--- src/hdl/lsce_pkg.sv ---
`default_nettype none

package lsce_pkg;

    // Widths of the transaction fields.
    localparam int unsigned LSCE_SAMPLE_W    = 32;
    localparam int unsigned LSCE_VALUE_W     = 32;
    localparam int unsigned LSCE_INDEX_OUT_W = 32;

    // The index counter width. All of its bits are reported.
    localparam int unsigned LSCE_INDEX_WIDTH = 32;

    // Configuration port.
    localparam int unsigned LSCE_CFG_IDX_W  = 2;
    localparam int unsigned LSCE_CFG_DATA_W = 3;

    // Register indexes of the configuration port.
    typedef enum logic [LSCE_CFG_IDX_W-1:0] {
        CFG_BYTES_PER_SAMPLE   = 2'd0,
        CFG_PARALLEL_PORT_MODE = 2'd1,
        CFG_TWO_CHANNEL_MODE   = 2'd2
    } t_cfg_idx;

    // Word masks for the supported byte counts and for parallel-port mode.
    localparam logic [LSCE_SAMPLE_W-1:0] MASK_ONE_BYTE    = 32'h0000_00FF;
    localparam logic [LSCE_SAMPLE_W-1:0] MASK_TWO_BYTES   = 32'h0000_FFFF;
    localparam logic [LSCE_SAMPLE_W-1:0] MASK_PARALLEL    = 32'h0000_F8FF;
    localparam logic [LSCE_SAMPLE_W-1:0] MASK_THREE_BYTES = 32'h00FF_FFFF;

    // Lowest of the two bits kept in two-channel mode.
    localparam int unsigned TWO_CH_LSB = 14;

endpackage : lsce_pkg

`default_nettype wire

--- src/hdl/lsce_if.sv ---
`default_nettype none

// Input channel: one captured sample per transaction.
interface lsce_in_if
    import lsce_pkg::*;
();
    logic                     valid;
    logic                     ready;
    logic [LSCE_SAMPLE_W-1:0] sample_bytes;
    logic                     is_last;

    modport source (output valid, output sample_bytes, output is_last, input ready);
    modport sink   (input valid, input sample_bytes, input is_last, output ready);
endinterface : lsce_in_if

// Output channel: one reported change per transaction.
interface lsce_out_if
    import lsce_pkg::*;
();
    logic                        valid;
    logic                        ready;
    logic [LSCE_VALUE_W-1:0]     reported_value;
    logic [LSCE_INDEX_OUT_W-1:0] sample_index;

    modport source (output valid, output reported_value, output sample_index, input ready);
    modport sink   (input valid, input reported_value, input sample_index, output ready);
endinterface : lsce_out_if

`default_nettype wire

--- src/hdl/logic_sample_change_encoder.sv ---
// Logic sample change encoder.
// Input channel i_in_ch carries one captured sample per transaction (raw bytes
// and a last-of-capture flag). Output channel o_out_ch carries a transaction
// with the assembled value and the sample's index whenever the word differs
// from the previous one, or the sample is the first or last of a capture.
// Samples that cause no change produce no output transaction.
// The configuration port (i_cfg_we, i_cfg_idx, i_cfg_data) sets the byte
// count and the two modes; write it only while the block is idle.
// The result is registered. Throughput is one sample per cycle while the skid
// register is empty: the compare and the index counter both sit in the
// single stage between the input port and the result register.
// A skid register behind the result register keeps i_in_ch.ready a pure
// register output; when the receiver stalls, one result waits in the result
// register, a second in the skid register, and then ready drops.
// Synchronous active-low reset clears the configuration to one byte per
// sample with both modes off, empties the output registers, clears the
// previous word and the index, and marks the next sample as first.
`default_nettype none

module logic_sample_change_encoder
    import lsce_pkg::*;
(
    input  wire                        i_clk,
    input  wire                        i_rst_n,
    lsce_in_if.sink                    i_in_ch,
    lsce_out_if.source                 o_out_ch,
    input  wire                        i_cfg_we,
    input  wire [LSCE_CFG_IDX_W-1:0]   i_cfg_idx,
    input  wire [LSCE_CFG_DATA_W-1:0]  i_cfg_data
);

    // Configuration registers.
    logic [LSCE_CFG_DATA_W-1:0]  r_bytes_per_sample;
    logic                        r_parallel_mode;
    logic                        r_two_ch_mode;

    // Block state.
    logic [LSCE_SAMPLE_W-1:0]    r_prev_word;
    logic [LSCE_INDEX_WIDTH-1:0] r_index;
    logic                        r_first;

    // Result register and skid register.
    logic                        r_out_valid;
    logic [LSCE_VALUE_W-1:0]     r_out_value;
    logic [LSCE_INDEX_OUT_W-1:0] r_out_index;
    logic                        r_skd_valid;
    logic [LSCE_VALUE_W-1:0]     r_skd_value;
    logic [LSCE_INDEX_OUT_W-1:0] r_skd_index;

    logic                        in_accept;
    logic                        out_free;
    logic [LSCE_SAMPLE_W-1:0]    word;
    logic                        produce;
    logic [LSCE_VALUE_W-1:0]     rep_value;
    logic [LSCE_INDEX_OUT_W-1:0] rep_index;

    assign i_in_ch.ready = !r_skd_valid;
    assign in_accept     = i_in_ch.valid && !r_skd_valid;
    assign out_free      = !r_out_valid || o_out_ch.ready;

    assign o_out_ch.valid          = r_out_valid;
    assign o_out_ch.reported_value = r_out_value;
    assign o_out_ch.sample_index   = r_out_index;

    // Assemble the word from the configured number of bytes.
    always_comb begin
        case (r_bytes_per_sample)
            3'd0, 3'd1: begin
                word = i_in_ch.sample_bytes & MASK_ONE_BYTE;
            end
            3'd2: begin
                word = i_in_ch.sample_bytes & (r_parallel_mode ? MASK_PARALLEL : MASK_TWO_BYTES);
            end
            3'd3: begin
                word = i_in_ch.sample_bytes & MASK_THREE_BYTES;
            end
            default: begin
                word = i_in_ch.sample_bytes;
            end
        endcase
    end

    // Decide whether this sample is reported, and form the result.
    always_comb begin
        produce   = in_accept && (word != r_prev_word || i_in_ch.is_last || r_first);
        rep_value = r_two_ch_mode ? LSCE_VALUE_W'(word[TWO_CH_LSB +: 2]) : word;
        rep_index = LSCE_INDEX_OUT_W'(r_index);
    end

    // Configuration writes; indexes beyond the list are ignored.
    always_ff @(posedge i_clk) begin
        if (!i_rst_n) begin
            r_bytes_per_sample <= LSCE_CFG_DATA_W'(1);
            r_parallel_mode    <= 1'b0;
            r_two_ch_mode      <= 1'b0;
        end else if (i_cfg_we) begin
            case (t_cfg_idx'(i_cfg_idx))
                CFG_BYTES_PER_SAMPLE:   r_bytes_per_sample <= i_cfg_data;
                CFG_PARALLEL_PORT_MODE: r_parallel_mode    <= i_cfg_data[0];
                CFG_TWO_CHANNEL_MODE:   r_two_ch_mode      <= i_cfg_data[0];
                default: begin
                end
            endcase
        end
    end

    // Previous word, index counter and first flag advance per sample.
    always_ff @(posedge i_clk) begin
        if (!i_rst_n) begin
            r_prev_word <= '0;
            r_index     <= '0;
            r_first     <= 1'b1;
        end else if (in_accept) begin
            r_prev_word <= word;
            if (i_in_ch.is_last) begin
                r_index <= '0;
                r_first <= 1'b1;
            end else begin
                r_index <= r_index + LSCE_INDEX_WIDTH'(1);
                r_first <= 1'b0;
            end
        end
    end

    // Result and skid control. A new result is only made while the skid is empty.
    always_ff @(posedge i_clk) begin
        if (!i_rst_n) begin
            r_out_valid <= 1'b0;
            r_skd_valid <= 1'b0;
        end else if (out_free) begin
            if (r_skd_valid) begin
                r_out_valid <= 1'b1;
                r_skd_valid <= 1'b0;
            end else begin
                r_out_valid <= produce;
            end
        end else if (produce) begin
            r_skd_valid <= 1'b1;
        end
    end

    // Result payload.
    always_ff @(posedge i_clk) begin
        if (out_free) begin
            if (r_skd_valid) begin
                r_out_value <= r_skd_value;
                r_out_index <= r_skd_index;
            end else if (produce) begin
                r_out_value <= rep_value;
                r_out_index <= rep_index;
            end
        end else if (produce) begin
            r_skd_value <= rep_value;
            r_skd_index <= rep_index;
        end
    end

`ifndef SYNTHESIS
    // The skid register only fills behind a held result.
    a_skid_behind_out: assert property (@(posedge i_clk) disable iff (!i_rst_n)
        r_skd_valid |-> r_out_valid)
        else $error("skid register holds a result while the result register is empty");

    // The first sample of a capture is always reported.
    a_first_reported: assert property (@(posedge i_clk) disable iff (!i_rst_n)
        (in_accept && r_first) |=> r_out_valid)
        else $error("first sample of a capture was not reported");

    // A last sample restarts the capture.
    a_last_restarts: assert property (@(posedge i_clk) disable iff (!i_rst_n)
        (in_accept && i_in_ch.is_last) |=> (r_index == '0 && r_first))
        else $error("index or first flag not restarted after the last sample");

    // Any other sample advances the index by one.
    a_index_advance: assert property (@(posedge i_clk) disable iff (!i_rst_n)
        (in_accept && !i_in_ch.is_last) |=>
            (r_index == $past(r_index) + LSCE_INDEX_WIDTH'(1) && !r_first))
        else $error("index did not advance by one");

    // A waiting skid entry must stay while the output is stalled; no new samples are taken then.
    a_no_overrun: assert property (@(posedge i_clk) disable iff (!i_rst_n)
        (r_skd_valid && !o_out_ch.ready) |=> r_skd_valid)
        else $error("skid entry lost while the receiver stalls");
`endif

endmodule : logic_sample_change_encoder

`default_nettype wire
--- src/flat_wrapper.sv ---
// flat-port wrapper written by rule: the top's interface ports become plain ports
module logic_sample_change_encoder_flat import lsce_pkg::*;
  (i_clk, i_rst_n, i_cfg_we, i_cfg_idx, i_cfg_data, i_in_ch_valid, i_in_ch_sample_bytes, i_in_ch_is_last, i_in_ch_ready, o_out_ch_valid, o_out_ch_reported_value, o_out_ch_sample_index, o_out_ch_ready);
  lsce_in_if i_in_ch_i ();
  lsce_out_if o_out_ch_i ();
  input  wire i_clk;
  input  wire i_rst_n;
  input  wire i_cfg_we;
  input  wire [LSCE_CFG_IDX_W-1:0] i_cfg_idx;
  input  wire [LSCE_CFG_DATA_W-1:0] i_cfg_data;
  input wire logic [$bits(i_in_ch_i.valid)-1:0] i_in_ch_valid;
  input wire logic [$bits(i_in_ch_i.sample_bytes)-1:0] i_in_ch_sample_bytes;
  input wire logic [$bits(i_in_ch_i.is_last)-1:0] i_in_ch_is_last;
  output wire logic [$bits(i_in_ch_i.ready)-1:0] i_in_ch_ready;
  output wire logic [$bits(o_out_ch_i.valid)-1:0] o_out_ch_valid;
  output wire logic [$bits(o_out_ch_i.reported_value)-1:0] o_out_ch_reported_value;
  output wire logic [$bits(o_out_ch_i.sample_index)-1:0] o_out_ch_sample_index;
  input wire logic [$bits(o_out_ch_i.ready)-1:0] o_out_ch_ready;
  assign i_in_ch_i.valid = i_in_ch_valid;
  assign i_in_ch_i.sample_bytes = i_in_ch_sample_bytes;
  assign i_in_ch_i.is_last = i_in_ch_is_last;
  assign i_in_ch_ready = i_in_ch_i.ready;
  assign o_out_ch_valid = o_out_ch_i.valid;
  assign o_out_ch_reported_value = o_out_ch_i.reported_value;
  assign o_out_ch_sample_index = o_out_ch_i.sample_index;
  assign o_out_ch_i.ready = o_out_ch_ready;
  logic_sample_change_encoder u_core (.i_clk(i_clk), .i_rst_n(i_rst_n), .i_in_ch(i_in_ch_i), .o_out_ch(o_out_ch_i), .i_cfg_we(i_cfg_we), .i_cfg_idx(i_cfg_idx), .i_cfg_data(i_cfg_data));
endmodule
--- config.mk ---
export PLATFORM = sky130hd
export DESIGN_NAME = logic_sample_change_encoder_flat
export DESIGN_NICKNAME = d
export VERILOG_FILES = /design/src/hdl/lsce_pkg.sv /design/src/hdl/lsce_if.sv /design/src/hdl/logic_sample_change_encoder.sv /design/src/flat_wrapper.sv
export SDC_FILE = /design/constraint.sdc
export NUM_CORES = 1
export LEC_CHECK = 0
export BUFFER_PORTS_ARGS = -buffer_cell sky130_fd_sc_hd__buf_2
export CORE_ASPECT_RATIO = 1.25
export CORE_MARGIN = 1.5
export CORE_UTILIZATION = 29
export DETAILED_ROUTE_END_ITERATION = 16
export GPL_TIMING_DRIVEN = 0
export PLACE_DENSITY_LB_ADDON = 0.3
export SETUP_SLACK_MARGIN = 0.2
export SYNTH_ARGS = -nofsm -noshare
export SYNTH_HDL_FRONTEND = slang
export SYNTH_SLANG_ARGS = --single-unit
--- constraint.sdc ---
create_clock -name i_clk -period 5 [get_ports i_clk]
set_clock_uncertainty 0.05 [all_clocks]
set_input_delay 0.25 -clock i_clk [delete_from_list [all_inputs] [get_ports i_clk]]
set_output_delay 0.25 -clock i_clk [all_outputs]
set_load 0.02 [all_outputs]
==> metrics.txt <==
# IOs=109; Mean Syn Cell Area=12.6 sq um; Post-Syn Area=8450 sq um; Crit Path Class=reg -> reg; initial antenna violation count=3; first-pass GRT wire length=30400 microns; CTS sink count=200; layout cells sized above 1=28.2%; Slew HR=42.0%; min-delay worst type=in -> reg; FMAX=0.305 GHz; met1 usage=16.2%; switching share of power=26.2%; Gate Count Post-Synth=671; Setup-failing EPs final=0; router iterations before antenna repair=4; yosys warns=0; height of the die=194 microns; hold path depth=3; clk_lat worst skew=0.45 ns; worst-margin pin slew=0.867 ns; RSZ-0062 raised after global routing=false; CP required=5.11 ns; Clk network pwr share=39.7%; detailed placer's ending HPWL=13900 microns; Clock Tree Root=clkbuf_16; CTS tree=yes; Endpoint, Worst Hold=u_core.r_bytes_per_sample[2]; residual DRC count=0; Critical Path AT=3.39 ns; largest net degree at the start of global routing=32; syn_nets=715; fin crit period=3.28 ns; period utilization=65.6%; hold path start=i_cfg_data[2]; Comb power frac=8.1%; RD Place Congestion=0.841; core outline area=28600 sq um; flop2flop setup slack=1.72 ns; via count=5486; maximum vdd ir drop=0.202 mV; Async S/R FF share, synth=0%; Area Overhead vs Synth=21.1%; Crit. End Element=register; DRT Wirelength=19400 microns; Crit Path Max Fanout=25; grt met2 use=22.8%; pwr dens=345 nW/um^2; Core Util, Final=35.8%; Clock Path Buffers=2; Startpoint Class=register; cell-internal power=0.00260 W; Die W=156 microns; total grt overflow=0; die area=30200 sq um; P_sw=0.000924 W; synth unique cells=60; worst r2r src=u_core.r_bytes_per_sample[2]; FF+latch count, synth=200; clock slew at reported path FFs=0.08 ns; htree depth=4; Buffers on Ports=108; setup bufs post-CTS=0; GRT met3 Usage=3.29%; max-cap violation count=0; Initial Util=29.6%; final hold violation count=0; FF-to-FF End=u_core.o_out_ch.reported_value[24]; routed wire length per instance=16.1 microns; Vias/cell=4.54; Flop pwr share=52.2%; Starting DRT DRC Count=297; r2r worst-path depth=8; Max Slew Vio Count=0; number of global-route vias before repair=5293; ys flop type=edfxtp_1; Final ANT Viol Nets=0; total track usage=13.4%; global routing's busiest layer=met2; leak pwr=3.68 nW; TritonCTS Buffers=17; num rows=69; register area share after synthesis=62.5%; setup TNS=0 ns; outcome=completed; Post-synth EDFFs=128; Layout Nets=849
kinds of logic (layout without fill, tap and decap cells):
family	Yosys count	after routing	share of synthesized area (%)
XOR/XNOR	40	40	4.15
AND/OR/NAND/NOR	237	237	14.8
buffers and inverters	43	190	2.44
AO/OA/AOI/OAI	80	80	6.72
multiplexers	70	70	9.25
flip-flops	200	200	62.5
other	0	1	0
adder cells (fa/ha/maj)	1	1	0.148
cell type report:
cell class / instances / area, sq um
Sequential cell: 200 / 5290
Fill cell: 2848 / 18300
Buffer: 27 / 146
Antenna cell: 1 / 2.50
Multi-Input combinational cell: 428 / 2980
Clock inverter: 15 / 181
Tap cell: 390 / 488
Clock buffer: 17 / 425
Inverter: 16 / 60.1
Timing Repair Buffer: 115 / 666
cells in the mapped netlist, types with 6 or more instances:
library cell / n / area (sq um)
a21oi_1: 9 / 45.0
nand2_1: 60 / 225
clkbuf_1: 9 / 33.8
buf_1: 11 / 41.3
o21ai_0: 7 / 35.0
xor2_1: 23 / 201
xnor2_1: 17 / 149
nor2_1: 50 / 188
a21boi_0: 28 / 210
inv_1: 13 / 48.8
edfxtp_1: 128 / 3840
o22ai_1: 6 / 37.5
and3_1: 7 / 43.8
nor2b_1: 18 / 113
dfxtp_1: 72 / 1440
mux2_2: 65 / 732
nand4_1: 11 / 68.8
nand3_1: 27 / 135
nor4_1: 6 / 37.5
and2_1: 23 / 144
state kept, by name, indices dropped and copies added (netlist names):
signal                          flops
u_core.o_out_ch.reported_value     32
u_core.o_out_ch.sample_index       32
u_core.r_index                     32
u_core.r_prev_word                 32
u_core.r_skd_index                 32
u_core.r_skd_value                 32
u_core.r_bytes_per_sample           3
u_core.o_out_ch.valid               1
u_core.r_first                      1
u_core.r_parallel_mode              1
u_core.r_skd_valid                  1
u_core.r_two_ch_mode                1
critical path: stages (launching register included):
cell,delay (ns)
dfxtp_1,0.46
buf_2,0.26
clkbuf_1,0.41
o21ai_0,0.26
nand4_2,0.18
o41ai_2,0.15
a21oi_4,0.73
buf_12,0.28
buf_16,0.19
power by group through the flow:
stage	clock network, W	logic (W)	registers [W]
2_1_floorplan	0	0.000121	0.00192
3_3_place_gp	0	0.000277	0.00188
3_5_place_dp	0	0.000290	0.00188
4_1_cts	0.00144	0.000293	0.00184
5_1_grt	0.00150	0.000311	0.00185
6_report	0.00140	0.000287	0.00184
worst max path at each step:
stage,start,endpoint,slack [ns],depth (start not counted)
final,u_core.r_bytes_per_sample[2],u_core.o_out_ch.reported_value[24],1.72,8
after global routing,u_core.r_bytes_per_sample[2],u_core.o_out_ch.sample_index[7],1.52,8
after CTS,u_core.r_bytes_per_sample[2],u_core.o_out_ch.sample_index[7],1.71,8
after detailed placement,u_core.r_bytes_per_sample[2],u_core.o_out_ch.reported_value[17],1.75,8
after global placement,u_core.r_bytes_per_sample[2],u_core.r_skd_index[23],-1.71,6
after floorplan,u_core.r_bytes_per_sample[2],u_core.r_skd_index[0],0.64,6
repair_timing:
item                      4_1_cts  5_1_grt
resized for setup               0        0
hold endpoints to repair        3        0
hold buffers                    3        0
layer usage:
metal / vias up / share of wire, %
met5: - / 0.12
met4: 4 / 2.1
met3: 26 / 4.1
met2: 103 / 50
met1: 2652 / 44
li1: 2701 / -
placed cells by master, fill, tap and decap left out, drive strengths merged, types with 4 or more instances in the layout:
master | Yosys | routed
and4 | 4 | 4
a31oi | 4 | 4
a21oi | 10 | 10
clkinv | 0 | 8
nor3 | 6 | 6
inv | 16 | 23
and3 | 7 | 7
nand4 | 12 | 12
mux2 | 65 | 65
xor2 | 23 | 23
o21ai | 9 | 9
dfxtp | 72 | 72
and2 | 23 | 23
nor2b | 18 | 18
buf | 16 | 128
clkbuf | 10 | 27
mux2i | 5 | 5
nand3 | 28 | 28
nor4 | 8 | 8
edfxtp | 128 | 128
nand2 | 60 | 60
nor2 | 50 | 50
xnor2 | 17 | 17
o22ai | 6 | 6
a21boi | 29 | 29
nand2b | 4 | 4
nand3b | 5 | 5
through the flow:
step | instances | cell area (sq um) | hold slack (ns) | total power [W] | setup slack (ns)
3_3_place_gp | 1169 | 9480 | 0.403 | 0.00216 | -1.71
6_report | 1209 | 10200 | 0.0248 | 0.00353 | 1.72
2_1_floorplan | 671 | 8460 | 0.327 | 0.00205 | 0.638
4_1_cts | 1208 | 10200 | 0.000998 | 0.00357 | 1.71
3_5_place_dp | 1173 | 9590 | 0.404 | 0.00217 | 1.75
5_1_grt | 1209 | 10200 | 0.0158 | 0.00366 | 1.52
Power figures use the tool's default switching activity.
